--- src/spm_pkg.sv ---
package spm_pkg;

  typedef enum logic [1:0] {
    ACT_STAY    = 2'd0,
    ACT_FORWARD = 2'd1,
    ACT_LEFT    = 2'd2,
    ACT_RIGHT   = 2'd3
  } action_t;

  typedef enum logic [1:0] {
    MODE_RELAY = 2'd0,
    MODE_P     = 2'd1,
    MODE_PD    = 2'd2,
    MODE_PID   = 2'd3
  } mode_t;

  typedef enum logic [2:0] {
    REG_MODE        = 3'd0,
    REG_GAIN_P      = 3'd1,
    REG_GAIN_D      = 3'd2,
    REG_GAIN_I      = 3'd3,
    REG_STOP_WIDTH  = 3'd4,
    REG_MOVE_WIDTH  = 3'd5,
    REG_LEFT_WIDTH  = 3'd6,
    REG_RIGHT_WIDTH = 3'd7
  } reg_index_t;

  localparam int ERR_W     = 15;
  localparam int ROOT_W    = 14;
  localparam int RAD_W     = 27;                  // err << 12
  localparam int FRAC_BITS = 20;

  localparam logic [10:0] WIDTH_MIN = 11'd1000;
  localparam logic [10:0] WIDTH_MAX = 11'd2000;
  localparam logic [26:0] U_OFFSET  = 27'(100 << FRAC_BITS);

  typedef struct packed {
    logic [1:0]         action;
    logic signed [15:0] heading_error;
    logic               obstacle_near;
  } in_item_t;

  typedef struct packed {
    logic [10:0]        steering_width;
    logic [10:0]        throttle_width;
    logic signed [15:0] drive_value;
  } out_item_t;

  // classified item handed from front to back
  typedef struct packed {
    action_t          action;
    logic [ERR_W-1:0] err;
    logic             obstacle;
    logic             turning;
  } cmd_t;

  typedef struct packed {
    mode_t       mode;
    logic [15:0] gain_p;
    logic [15:0] gain_d;
    logic [15:0] gain_i;
    logic [10:0] stop_width;
    logic [10:0] move_width;
    logic [10:0] left_width;
    logic [10:0] right_width;
  } cfg_t;

  function automatic logic [10:0] sat_width(input logic signed [17:0] w);
    logic [10:0] r;
    if (w < $signed({7'b0, WIDTH_MIN})) begin
      r = WIDTH_MIN;
    end else if (w > $signed({7'b0, WIDTH_MAX})) begin
      r = WIDTH_MAX;
    end else begin
      r = w[10:0];
    end
    return r;
  endfunction

endpackage

--- src/spm_front.sv ---
module spm_front (
  input  logic              clk,
  input  logic              rst,
  input  logic              in_valid,
  output logic              in_stall,
  input  spm_pkg::in_item_t in_item,
  output logic              push,
  input  logic              full,
  output spm_pkg::cmd_t     cmd
);

  logic               held;
  spm_pkg::cmd_t      cmd_reg;
  spm_pkg::cmd_t      cmd_next;
  logic               take;
  logic signed [16:0] h_ext;
  logic [16:0]        h_mag;

  assign in_stall = held && full;
  assign take     = in_valid && !in_stall;
  assign push     = held;
  assign cmd      = cmd_reg;

  always_comb begin
    h_ext = {in_item.heading_error[15], in_item.heading_error};
    h_mag = in_item.heading_error[15] ? 17'(-h_ext) : 17'(h_ext);
    cmd_next.action   = spm_pkg::action_t'(in_item.action);
    // most negative error saturates to the largest magnitude
    cmd_next.err      = h_mag[16:15] != 2'b00 ? {spm_pkg::ERR_W{1'b1}} : h_mag[14:0];
    cmd_next.obstacle = in_item.obstacle_near;
    cmd_next.turning  = in_item.action == spm_pkg::ACT_LEFT ||
                        in_item.action == spm_pkg::ACT_RIGHT;
  end

  always_ff @(posedge clk) begin
    if (rst) begin
      held <= 1'b0;
    end else if (take) begin
      held <= 1'b1;
    end else if (held && !full) begin
      held <= 1'b0;
    end
  end

  always_ff @(posedge clk) begin
    if (take) begin
      cmd_reg <= cmd_next;
    end
  end

endmodule

--- src/spm_fifo.sv ---
module spm_fifo #(
  parameter int DEPTH = 4
) (
  input  logic          clk,
  input  logic          rst,
  input  logic          push,
  input  spm_pkg::cmd_t push_data,
  output logic          full,
  input  logic          pop,
  output spm_pkg::cmd_t pop_data,
  output logic          empty
);

  localparam int PTR_W = $clog2(DEPTH);
  localparam int CNT_W = $clog2(DEPTH + 1);
  localparam logic [PTR_W-1:0] LAST = PTR_W'(DEPTH - 1);

  spm_pkg::cmd_t    slot [DEPTH];
  logic [PTR_W-1:0] wr_ptr;
  logic [PTR_W-1:0] rd_ptr;
  logic [CNT_W-1:0] count;
  logic             wr_en;
  logic             rd_en;

  assign full     = count == CNT_W'(DEPTH);
  assign empty    = count == '0;
  assign wr_en    = push && !full;
  assign rd_en    = pop && !empty;
  assign pop_data = slot[rd_ptr];

  always_ff @(posedge clk) begin
    if (wr_en) begin
      slot[wr_ptr] <= push_data;
    end
  end

  always_ff @(posedge clk) begin
    if (rst) begin
      wr_ptr <= '0;
      rd_ptr <= '0;
      count  <= '0;
    end else begin
      if (wr_en) begin
        wr_ptr <= wr_ptr == LAST ? '0 : wr_ptr + 1'b1;
      end
      if (rd_en) begin
        rd_ptr <= rd_ptr == LAST ? '0 : rd_ptr + 1'b1;
      end
      if (wr_en && !rd_en) begin
        count <= count + 1'b1;
      end else if (rd_en && !wr_en) begin
        count <= count - 1'b1;
      end
    end
  end

  a_count_bound: assert property (@(posedge clk) disable iff (rst)
    count <= CNT_W'(DEPTH))
    else $error("queue count above depth");

  a_count_up: assert property (@(posedge clk) disable iff (rst)
    wr_en && !rd_en |=> count == CNT_W'($past(count) + 1'b1))
    else $error("queue count missed a push");

  a_count_down: assert property (@(posedge clk) disable iff (rst)
    rd_en && !wr_en |=> count == CNT_W'($past(count) - 1'b1))
    else $error("queue count missed a pop");

endmodule

--- src/spm_back.sv ---
module spm_back (
  input  logic               clk,
  input  logic               rst,
  input  spm_pkg::cfg_t      cfg,
  output logic               pop,
  input  logic               empty,
  input  spm_pkg::cmd_t      cmd,
  output logic               out_valid,
  input  logic               out_stall,
  output spm_pkg::out_item_t out_item
);

  typedef enum logic [2:0] {
    S_IDLE,
    S_ROOT,
    S_MUL,
    S_ACC,
    S_SUM,
    S_DONE
  } state_t;

  state_t                        state;
  spm_pkg::cmd_t                 cur;
  logic [spm_pkg::RAD_W-1:0]     rad;
  logic [spm_pkg::RAD_W-1:0]     res;
  logic [spm_pkg::RAD_W-1:0]     bitv;
  logic [29:0]                   p_term;
  logic signed [31:0]            d_term;
  logic [30:0]                   i_term;
  logic signed [33:0]            partial;
  logic [31:0]                   ival;
  logic signed [34:0]            u;
  logic [spm_pkg::ERR_W-1:0]     prev_error;
  logic [31:0]                   integral_sum;

  logic                          compute;
  logic                          out_free;
  logic                          use_d;
  logic                          use_i;
  logic [spm_pkg::RAD_W:0]       trial;
  logic                          fits;
  logic [spm_pkg::ROOT_W-1:0]    root;
  logic signed [16:0]            d_diff;
  logic signed [33:0]            d_prod;
  logic [32:0]                   isum;
  logic [31:0]                   isat;
  logic [34:0]                   umag;
  logic [14:0]                   mag;
  logic signed [15:0]            drive;
  logic [10:0]                   steer;
  logic [10:0]                   throttle;
  spm_pkg::out_item_t            out_next;

  assign pop      = state == S_IDLE && !empty;
  assign compute  = cmd.turning && cfg.mode != spm_pkg::MODE_RELAY;
  assign out_free = !out_valid || !out_stall;
  assign use_d    = cfg.mode == spm_pkg::MODE_PD || cfg.mode == spm_pkg::MODE_PID;
  assign use_i    = cfg.mode == spm_pkg::MODE_PID;
  assign root     = res[spm_pkg::ROOT_W-1:0];

  // one root bit per cycle
  assign trial = {1'b0, res} + {1'b0, bitv};
  assign fits  = {1'b0, rad} >= trial;

  assign d_diff = $signed({2'b00, cur.err}) - $signed({2'b00, prev_error});
  assign d_prod = $signed({1'b0, cfg.gain_d}) * d_diff;

  assign isum = {1'b0, integral_sum} + {2'b00, i_term};
  assign isat = isum[32] ? '1 : isum[31:0];

  always_comb begin
    umag  = u[34] ? 35'(-u) : 35'(u);
    // |u| stays below 2^33, so the integer part fits without clipping
    mag   = umag[34:spm_pkg::FRAC_BITS];
    drive = cur.action == spm_pkg::ACT_LEFT ? -$signed({1'b0, mag}) : $signed({1'b0, mag});

    throttle = spm_pkg::sat_width($signed({7'b0, cfg.stop_width}));
    if (cur.obstacle || cur.action == spm_pkg::ACT_STAY) begin
      steer = spm_pkg::sat_width($signed({7'b0, cfg.stop_width}));
    end else if (cur.action == spm_pkg::ACT_FORWARD) begin
      steer    = spm_pkg::sat_width($signed({7'b0, cfg.stop_width}));
      throttle = spm_pkg::sat_width($signed({7'b0, cfg.move_width}));
    end else if (cfg.mode == spm_pkg::MODE_RELAY) begin
      steer = spm_pkg::sat_width($signed({7'b0, cur.action == spm_pkg::ACT_LEFT ?
                                                  cfg.left_width : cfg.right_width}));
    end else begin
      steer = spm_pkg::sat_width($signed({7'b0, cfg.stop_width}) +
                                 $signed({{2{drive[15]}}, drive}));
    end

    out_next.steering_width = steer;
    out_next.throttle_width = throttle;
    out_next.drive_value    = drive;
  end

  always_ff @(posedge clk) begin
    if (rst) begin
      state        <= S_IDLE;
      out_valid    <= 1'b0;
      prev_error   <= '0;
      integral_sum <= '0;
    end else begin
      if (state == S_DONE && out_free) begin
        out_valid <= 1'b1;
      end else if (out_valid && !out_stall) begin
        out_valid <= 1'b0;
      end
      case (state)
        S_IDLE: begin
          if (pop) begin
            state <= compute ? S_ROOT : S_DONE;
          end
        end
        S_ROOT: begin
          if (bitv[0]) begin
            state <= S_MUL;
          end
        end
        S_MUL: begin
          state <= S_ACC;
        end
        S_ACC: begin
          if (use_i) begin
            integral_sum <= isat;
          end
          if (use_d) begin
            prev_error <= cur.err;
          end
          state <= S_SUM;
        end
        S_SUM: begin
          state <= S_DONE;
        end
        S_DONE: begin
          if (out_free) begin
            out_item <= out_next;
            state    <= S_IDLE;
          end
        end
        default: begin
          state <= S_IDLE;
        end
      endcase
    end
  end

  always_ff @(posedge clk) begin
    case (state)
      S_IDLE: begin
        if (pop) begin
          cur  <= cmd;
          rad  <= {cmd.err, 12'b0};
          res  <= '0;
          bitv <= spm_pkg::RAD_W'(1) << (spm_pkg::RAD_W - 1);
          u    <= '0;
        end
      end
      S_ROOT: begin
        if (fits) begin
          rad <= spm_pkg::RAD_W'({1'b0, rad} - trial);
          res <= (res >> 1) + bitv;
        end else begin
          res <= res >> 1;
        end
        bitv <= bitv >> 2;
      end
      S_MUL: begin
        p_term <= cfg.gain_p * root;
        d_term <= 32'(d_prod);
        i_term <= cfg.gain_i * cur.err;
      end
      S_ACC: begin
        partial <= $signed(34'(p_term)) + $signed(34'(spm_pkg::U_OFFSET)) +
                   (use_d ? 34'(d_term) : 34'sd0);
        ival    <= use_i ? isat : '0;
      end
      S_SUM: begin
        u <= $signed({partial[33], partial}) + $signed({3'b000, ival});
      end
      default: begin
      end
    endcase
  end

  a_root_exact: assert property (@(posedge clk) disable iff (rst)
    state == S_MUL |->
      (28'(root) * 28'(root)) <= 28'({cur.err, 12'b0}) &&
      ((28'(root) + 28'd1) * (28'(root) + 28'd1)) > 28'({cur.err, 12'b0}))
    else $error("square root not exact");

  a_width_range: assert property (@(posedge clk) disable iff (rst)
    out_valid |->
      out_item.steering_width >= spm_pkg::WIDTH_MIN &&
      out_item.steering_width <= spm_pkg::WIDTH_MAX &&
      out_item.throttle_width >= spm_pkg::WIDTH_MIN &&
      out_item.throttle_width <= spm_pkg::WIDTH_MAX)
    else $error("pulse width out of range");

  a_left_sign: assert property (@(posedge clk) disable iff (rst)
    state == S_DONE && out_free && cur.action == spm_pkg::ACT_LEFT |=>
      out_item.drive_value <= 16'sd0)
    else $error("left turn gave positive drive");

  a_state_update: assert property (@(posedge clk) disable iff (rst)
    !$past(rst) && (!$stable(prev_error) || !$stable(integral_sum)) |->
      $past(state) == S_ACC)
    else $error("controller state changed outside accumulate step");

endmodule

--- src/steering_pid_rc_mapper.sv ---
// Stay, forward and relay items pass the front register and the queue, then go from
//   idle straight to the output state; P/PD/PID turn items also pass a 14-step square
//   root, multiply, accumulate and sum before output. The back end takes the next
//   item only after the last is output; the queue holds new items meanwhile.
// Reset (rst, synchronous): config returns to defaults, previous error and
//   integral clear, the queue empties and no result is pending.
module steering_pid_rc_mapper #(
  parameter int QUEUE_DEPTH = 4
) (
  input  logic               clk,
  input  logic               rst,
  input  logic               in_valid,
  output logic               in_stall,
  input  spm_pkg::in_item_t  in_item,
  output logic               out_valid,
  input  logic               out_stall,
  output spm_pkg::out_item_t out_item,
  input  logic               cfg_valid,
  output logic               cfg_ready,
  input  logic [2:0]         cfg_index,
  input  logic [15:0]        cfg_data
);

  spm_pkg::cfg_t cfg;
  spm_pkg::cmd_t front_cmd;
  spm_pkg::cmd_t queue_cmd;
  logic          push;
  logic          full;
  logic          pop;
  logic          empty;

  assign cfg_ready = 1'b1;

  always_ff @(posedge clk) begin
    if (rst) begin
      cfg.mode        <= spm_pkg::MODE_PID;
      cfg.gain_p      <= 16'd256;
      cfg.gain_d      <= 16'd0;
      cfg.gain_i      <= 16'd0;
      cfg.stop_width  <= 11'd1500;
      cfg.move_width  <= 11'd1600;
      cfg.left_width  <= 11'd1400;
      cfg.right_width <= 11'd1600;
    end else if (cfg_valid && cfg_ready) begin
      case (spm_pkg::reg_index_t'(cfg_index))
        spm_pkg::REG_MODE:        cfg.mode        <= spm_pkg::mode_t'(cfg_data[1:0]);
        spm_pkg::REG_GAIN_P:      cfg.gain_p      <= cfg_data;
        spm_pkg::REG_GAIN_D:      cfg.gain_d      <= cfg_data;
        spm_pkg::REG_GAIN_I:      cfg.gain_i      <= cfg_data;
        spm_pkg::REG_STOP_WIDTH:  cfg.stop_width  <= cfg_data[10:0];
        spm_pkg::REG_MOVE_WIDTH:  cfg.move_width  <= cfg_data[10:0];
        spm_pkg::REG_LEFT_WIDTH:  cfg.left_width  <= cfg_data[10:0];
        spm_pkg::REG_RIGHT_WIDTH: cfg.right_width <= cfg_data[10:0];
        default: begin
        end
      endcase
    end
  end

  spm_front u_front (
    .clk      (clk),
    .rst      (rst),
    .in_valid (in_valid),
    .in_stall (in_stall),
    .in_item  (in_item),
    .push     (push),
    .full     (full),
    .cmd      (front_cmd)
  );

  spm_fifo #(
    .DEPTH (QUEUE_DEPTH)
  ) u_fifo (
    .clk       (clk),
    .rst       (rst),
    .push      (push),
    .push_data (front_cmd),
    .full      (full),
    .pop       (pop),
    .pop_data  (queue_cmd),
    .empty     (empty)
  );

  spm_back u_back (
    .clk       (clk),
    .rst       (rst),
    .cfg       (cfg),
    .pop       (pop),
    .empty     (empty),
    .cmd       (queue_cmd),
    .out_valid (out_valid),
    .out_stall (out_stall),
    .out_item  (out_item)
  );

endmodule

--- config.mk ---
export PLATFORM = sky130hd
export DESIGN_NAME = steering_pid_rc_mapper
export DESIGN_NICKNAME = d
export VERILOG_FILES = /design/src/spm_pkg.sv /design/src/spm_front.sv /design/src/spm_fifo.sv /design/src/spm_back.sv /design/src/steering_pid_rc_mapper.sv
export SDC_FILE = /design/constraint.sdc
export NUM_CORES = 2
export LEC_CHECK = 0
export ABC_AREA = 1
export BUFFER_PORTS_ARGS = -buffer_cell sky130_fd_sc_hd__buf_2
export CAP_MARGIN = 20
export CORE_ASPECT_RATIO = 1.75
export CORE_MARGIN = 5
export CORE_UTILIZATION = 45
export CTS_CLUSTER_SIZE = 25
export DETAILED_ROUTE_END_ITERATION = 12
export HOLD_SLACK_MARGIN = 0.06
export PLACE_DENSITY = 0.71
export RECOVER_POWER = 50
export SYNTH_ARGS = -nofsm -noshare
export SYNTH_HDL_FRONTEND = slang
export SYNTH_SLANG_ARGS = --single-unit
--- constraint.sdc ---
create_clock -name clk -period 9.2 [get_ports clk]
set_input_delay 0.92 -clock clk [delete_from_list [all_inputs] [get_ports clk]]
set_output_delay 0.92 -clock clk [all_outputs]
set_load 0.005 [all_outputs]
* Yosys cells after proc, flatten, opt, wreduce, memory -nomap -nowiden
Memories as Yosys holds them, arrays and structs flattened. A register that Yosys moved wholly into a read port is not among the register bits.
Cells that the tools add are included.
** Storage, ports and cells
- Register bits after elaboration :: 503
- Logic and storage cells :: 185
- Output and inout port bits :: 41
- Memories :: 1
- RAM bits :: 76
- Input bits :: 43
** Cells by class
- $lt $le $gt $ge :: 9
- Bitwise operators :: 1
- $add $sub $neg :: 16
- Reduce and logical (&&, ||, !) cells :: 49
- Equality and inequality tests :: 25
- Mux-type cells :: 46
- $mul :: 3
** Memories
- u_fifo.slot :: depth 4, width 19, read ports 1, clocked after memory_dff 1, write ports 1, RTL line spm_fifo.sv:18 : spm_pkg::cmd_t slot [DEPTH];
** Operators with widths (number)
- case mux 27 bit (2 select lines) :: 3
- 2-to-1 mux 11 bit :: 14
- 2-to-1 mux 27 bit :: 5
- 2-to-1 mux 35 bit :: 2
- case mux 35 bit (2 select lines) :: 1
- adder 34 x 33 -> 35 bit :: 1
- negation 35 bit :: 1
- adder 34 bit :: 1
- 2-to-1 mux 34 bit :: 1
- adder 32 x 31 -> 33 bit :: 1
- greater-than comparator 11 bit (second input constant) :: 3
- less-than comparator 11 x 10 -> 1 bit (second input constant) :: 3
- multiplier 17 x 16 -> 32 bit :: 1
- 2-to-1 mux 32 bit :: 1
- adder 30 x 27 -> 31 bit (second input constant) :: 1
- multiplier 16 x 15 -> 31 bit :: 1
- multiplier 16 x 14 -> 30 bit :: 1
- adder 27 x 27 -> 28 bit :: 1
- greater-or-equal comparator 27 x 28 -> 1 bit :: 1
- adder 26 x 27 -> 27 bit :: 1
- subtractor 27 bit :: 1
- AND reduction 2 bit :: 13
- == test 3 bit (second input constant) :: 7
- greater-than comparator 18 x 12 -> 1 bit (second input constant) :: 1
- other kinds (28) :: 83

* Longest topological paths before layout
- Word-level depth :: 11
- Gate-level depth with buffers :: 44
- Mapped depth without buffers :: 42

* Modules after synthesis
From an unflattened synthesis, not the netlist that was laid out.
** Second synthesis, totals
- Cell total of the unflattened synthesis :: 6637
- Area total of the unflattened synthesis :: 55348.1 sq um
** Modules (own cells, without submodules)
- spm_back :: sequential area each 10570.1 sq um, area an instance 47125.2 sq um, cells each 5726, times used 1
- steering_pid_rc_mapper :: sequential area each 1881.8 sq um, area an instance 3699.8 sq um, cells each 527, times used 1
- spm_fifo :: sequential area each 2462.4 sq um, area an instance 3360.7 sq um, cells each 255, times used 1
- spm_front :: sequential area each 590.6 sq um, area an instance 1162.4 sq um, cells each 129, times used 1

* Worst setup path after synthesis
OpenSTA, ideal clock, no wires.
- Path kind :: reg-to-reg
- Start :: register u_back.cur[2] (netlist bit)
- End :: register u_back.d_term[28], data pin
- Library setup time :: 0.262 ns
- Data required time :: 8.938 ns
- Cell stages (with the launch flop) :: 44
- Arrival :: 7.805 ns
- Period minus slack after synthesis :: 8.067 ns
- Path buffers :: 2
- Setup slack :: 1.133 ns
- Cells stage by stage :: edfxtp_1 clkbuf_1 buf_1 inv_1 ha_1 fa_1 inv_1 nand3_1 nand2_1 nand2_1 nand2_1 a21oi_1 o21ai_1 a21oi_1 o21bai_1 a21oi_1 o21bai_1 nand2_1 [8 not listed] fa_1 inv_1 fa_1 fa_1 fa_1 inv_1 fa_1 inv_1 ha_1 a21oi_1 o21ai_0 a21oi_1 o21ai_1 nand3_1 nand2_1 a21oi_1 o21ai_1 xor2_1
** On the way
- Cells in the longest elaborated chain, start to end :: 2
** Ends and longest elaborated chain
- from (decl) :: RTL line spm_back.sv:23 : spm_pkg::cmd_t cur;
- from (signal assigned) :: RTL line spm_back.sv:151 : cur <= cmd;
- subtractor 15 x 15 -> 16 bit :: RTL line spm_back.sv:65 : assign d_diff = $signed({2'b00, cur.err}) - $signed({2'b00, prev_error});
- multiplier 17 x 16 -> 32 bit :: RTL line spm_back.sv:66 : assign d_prod = $signed({1'b0, cfg.gain_d}) * d_diff;
- net u_back.d_prod[28] :: RTL line spm_back.sv:44 : logic signed [33:0] d_prod;
- to (signal assigned) :: RTL line spm_back.sv:169 : d_term <= 32'(d_prod);
- to (decl) :: RTL line spm_back.sv:28 : logic signed [31:0] d_term;
The timed path passes the listed nets, and every way through them passes these cells.
A chain may end at the register's enable or synchronous reset.

* Worst setup path in the final report
- Start :: register u_back.cur[2] (netlist bit)
- End :: register u_back.d_term[29], data pin
The elaborated chain is that of the path after synthesis.

==> results.rst <==
.. list-table::
   :header-rows: 1

   * - Metric
     - Value
   * - Leftover overflow at the end of global routing
     - 0
   * - Post-synthesis share of cell area spent on xor and xnor gates
     - between 3 and 4%
   * - Overall power after layout
     - 17.8 mW
   * - Postcts setup bufs
     - 0
   * - Placeable Area
     - ~120000 um^2
   * - Die area
     - around 130000 um^2
   * - FF-to-FF Start
     - u_back.cur[2]$_DFFE_PP_
   * - Count of nets after finishing
     - 7488
   * - Crit path from
     - u_back.cur[2]$_DFFE_PP_
   * - Share of cell area taken by muxes after synthesis
     - 0.0739%
   * - Slowest CP cell
     - sky130_fd_sc_hd__fa_1
   * - Area growth syn-to-layout
     - 7.07%
   * - Area after detailed placement
     - 56100 um^2
   * - Highest cell delay on the worst timing path
     - between 0.5 and 0.6 ns
   * - Effective utilization at floorplan
     - a little under half
   * - Static leakage
     - about 29 nW
   * - # H-tree levels
     - 2
   * - Synthesized area divided by synthesized cell count
     - 8.44 um^2
   * - Ys async rst share
     - 0%
   * - Worst-case register-to-register setup slack
     - roughly 0.57 ns
   * - Number of sinks driven by the clock tree
     - ~570
   * - Port buffer count
     - 82
   * - Worst Path Max Fanout
     - 10
   * - Vias post-DR
     - 43100
   * - Predominant post-synthesis flop cell
     - sky130_fd_sc_hd__edfxtp_1
   * - Power per standard cell area
     - 307 nW/um^2
   * - Commonest cells in the synthesized netlist
     - sky130_fd_sc_hd__nand2_1 (1285), sky130_fd_sc_hd__inv_1 (1253), sky130_fd_sc_hd__nor2_1 (555)
   * - Initial antenna violation count
     - 7
   * - Post-synthesis compound-gate area fraction
     - roughly 9.9%
   * - Clock root buffer master
     - sky130_fd_sc_hd__clkbuf_16
   * - Cell seen most often among critical-path stages
     - sky130_fd_sc_hd__nand2_1
   * - Clock-pin slew of the registers on the worst-case setup and hold paths
     - ~0.070 ns
   * - Setup violations, final
     - 0
   * - Pin count of the biggest net entering global routing
     - 91
   * - Horiz. Die Dim
     - between 200 and 300 um
   * - Fraction of the mapped netlist area in adder cells
     - between 30% and 40%
   * - Worst clock skew
     - roughly 0.066 ns
   * - Per-cell routed wire length
     - 19.3 um
   * - GRT Overall Usage
     - roughly a quarter
   * - Count of antenna-violating nets left after detailed routing
     - 0
   * - Number of detailed-route iterations in the first pass
     - 7
   * - Top Ports
     - 84
   * - Final wirelength
     - ~150000 um
   * - Count of flip-flops with a built-in enable after synthesis
     - between 400 and 500
   * - Sequential element share of the synthesized area
     - between 20% and 30%
   * - Remaining DRCs
     - 0
   * - Combinational family with the most area after synthesis
     - adder cells
   * - Final TNS setup
     - 0 ns
   * - Number of buffers inserted during clock tree synthesis
     - between 50 and 60
   * - Slew HR
     - -163%
   * - Capture point of the worst reg-to-reg path
     - u_back.d_term[29]$_DFFE_PP_
   * - Max-slew violation count
     - approximately 360
   * - Worst path arrival time
     - a little over 9 ns
   * - Highest achievable clock rate
     - 0.116 GHz
   * - Area of all placed cells without fillers
     - about 58000 um^2
   * - Largest buffer count on any clock path
     - 3
   * - Detail Placement HPWL
     - roughly 120000 um
   * - Worst reg2reg path depth
     - 40
   * - Worst hold-check path type
     - reg2reg
   * - Result of the run
     - finished, violations left
   * - Worst-case setup margin in the final layout
     - 0.565 ns
   * - Worst ir drop on vdd
     - 0.000236 V
   * - First DRT Iteration DRCs
     - about 2500
   * - Critical Path Source Type
     - register
   * - Tightest Pin Transition
     - slightly below 4 ns
   * - Critical path type
     - reg2reg
   * - Area share of and/or/nand/nor cells after synthesis
     - 16.1%
   * - Number of library cell types mapped by synthesis
     - 73
   * - Top cell type's share of synthesized area
     - between 20% and 30%
   * - Critical path capture point
     - u_back.d_term[29]$_DFFE_PP_
   * - Warning count from the yosys run
     - 0
   * - Clock Latency Late Sink
     - 0.67 ns
   * - Via-per-instance ratio
     - approximately 5.4
   * - Violated checks
     - max-capacitance violations, max-slew violations
   * - Count of maximum capacitance violations
     - 8
   * - Largest registers
     - cfg: 94 flops, u_fifo.slot: 76 flops, u_back.out_item: 38 flops
   * - Flip-flop count of the largest register, all copies and words added
     - 94
   * - Ratio of cells with drive above 1 in the final layout
     - under 10%
   * - Die extent in y
     - between 400 and 500 um
   * - Leading cell types by total area after synthesis
     - sky130_fd_sc_hd__edfxtp_1 (23%), sky130_fd_sc_hd__fa_1 (20%), sky130_fd_sc_hd__ha_1 (11%)
   * - Worst Setup Slack post-DPL
     - roughly 0.59 ns
   * - Filler instances
     - about 11000
   * - Post-Synthesis Net Count
     - about 7500
   * - Required time at the endpoint of the critical path
     - roughly 9.6 ns
   * - Number of global-route vias before repair
     - between 40000 and 50000
   * - Routability congestion estimate from global placement
     - ~0.97
   * - RSZ-0062 raised after global routing
     - no
   * - Post-synthesis cell area
     - about 54000 um^2
   * - Element type at the critical path end
     - register
   * - Gate Count Post-Synth
     - 6416
   * - First-pass GRT wire length
     - roughly 240000 um
   * - Synth area leader
     - sky130_fd_sc_hd__edfxtp_1
   * - Min cycle time layout
     - 8.63 ns
   * - Count leader, synth
     - sky130_fd_sc_hd__nand2_1
   * - Number of storage elements in the synthesis netlist
     - 568
   * - Clock tree from TritonCTS
     - built
   * - Period utilisation layout
     - 93.9%
   * - Number of hold violations in the final report
     - 0
   * - Row count
     - about 170
   * - Top register by number of flip-flops
     - cfg
worst min-delay path by stage:
stage	start	endpoint	slack (ns)	depth (start not counted)
detailed placement	cfg[20]$_SDFFE_PP0P_	cfg[20]$_SDFFE_PP0P_	0.44	2
CTS	u_front.cmd[14]$_SDFFCE_PP1P_	u_fifo.slot[0][14]$_DFFE_PP_	0.45	0
global route	in_item[17]	u_front.cmd[17]$_DFFE_PP_	0.47	1
floorplan	cfg[14]$_SDFFE_PP1P_	cfg[14]$_SDFFE_PP1P_	0.42	2
global placement	cfg[14]$_SDFFE_PP1P_	cfg[14]$_SDFFE_PP1P_	0.43	2
finish	cfg[20]$_SDFFE_PP0P_	cfg[20]$_SDFFE_PP0P_	0.45	2
layer usage:
metal / vias up / global-route usage [%] / wire (um)
met2: 1381 / 46.3 / 82700
met1: 20900 / 23.6 / 51000
li1: 20200 / - / -
met3: 570 / 3.22 / 7960
met5: - / 0 / 39
met4: 6 / 16.0 / 12500
cells in the final DEF, fill, tap and decap left out, types with 18 or more instances in the layout:
master and n:
sky130_fd_sc_hd__xnor2_1 80, sky130_fd_sc_hd__ha_1 491, sky130_fd_sc_hd__o21ai_0 342, sky130_fd_sc_hd__clkinv_1 18
sky130_fd_sc_hd__a31oi_1 20, sky130_fd_sc_hd__a21oi_1 394, sky130_fd_sc_hd__o22ai_1 22, sky130_fd_sc_hd__nand2_1 1284
sky130_fd_sc_hd__nand3_1 130, sky130_fd_sc_hd__buf_2 57, sky130_fd_sc_hd__nor2_1 553, sky130_fd_sc_hd__o21ai_1 35
sky130_fd_sc_hd__edfxtp_1 413, sky130_fd_sc_hd__buf_4 34, sky130_fd_sc_hd__dfxtp_1 155, sky130_fd_sc_hd__nand4_1 32
sky130_fd_sc_hd__clkbuf_1 44, sky130_fd_sc_hd__xor2_1 131, sky130_fd_sc_hd__or2_2 26, sky130_fd_sc_hd__clkbuf_16 59
sky130_fd_sc_hd__o21a_1 20, sky130_fd_sc_hd__inv_1 1252, sky130_fd_sc_hd__o211ai_1 25, sky130_fd_sc_hd__fa_1 546
sky130_fd_sc_hd__nand2_2 21, sky130_fd_sc_hd__nor3_1 39
layout make-up:
| cell class | instances | area [um^2] | share of cell area (%) |
|---|---|---|---|
| tap | 1530 | 1910 | 3.30 |
| clock inverter | 40 | 438 | 0.755 |
| antenna | 4 | 10.0 | 0.0173 |
| clock buffer | 66 | 1520 | 2.63 |
| multi-input combinational | 4373 | 33100 | 57.1 |
| inverter | 1277 | 4790 | 8.27 |
| timing repair buffer | 131 | 714 | 1.23 |
| sequential | 568 | 15500 | 26.7 |
where the power goes:
part	internal, mW	switching, mW	total [mW]
registers	3.75	0.632	4.38
clock network	1.37	1.09	2.46
logic	3.67	7.31	11.0
total	8.79	9.03	17.8
cells by family (layout without fill, tap and decap cells):
kind of cell,Yosys count,in the layout
DFF,568,568
adders and majority gates,1037,1037
muxes,4,4
xor gates and xnor gates,213,213
and+or+nand+nor,2153,2153
other,1,5
AOI/OAI and AO/OA,965,965
buffers and inverters,1475,1514
critical path, delay by kind of cell (launching register included):
kind	cells	cell delay (ns)
adders and majority gates	9	3.79
DFF	1	0.34
AOI/OAI and AO/OA	12	2.11
buffers and inverters	8	0.84
xor gates and xnor gates	1	0.16
and+or+nand+nor	10	1.15
timing repair:
item,4_1_cts,5_1_grt
hold buffers,0,0
resized for setup,0,1
endpoints found under the hold margin,0,0
endpoints found under the setup margin,0,1
stage by stage:
| stage | hold slack, ns | util [%] | std cells |
|---|---|---|---|
| 5_1_grt | 0.474 | 48.4 | 7985 |
| 2_1_floorplan | 0.424 | - | 6416 |
| 6_report | 0.453 | 48.4 | 7989 |
| 4_1_cts | 0.452 | 48.5 | 7984 |
| 3_3_place_gp | 0.433 | 46.8 | 7878 |
| 3_5_place_dp | 0.444 | 46.8 | 7878 |
Power figures use the tool's default switching activity.
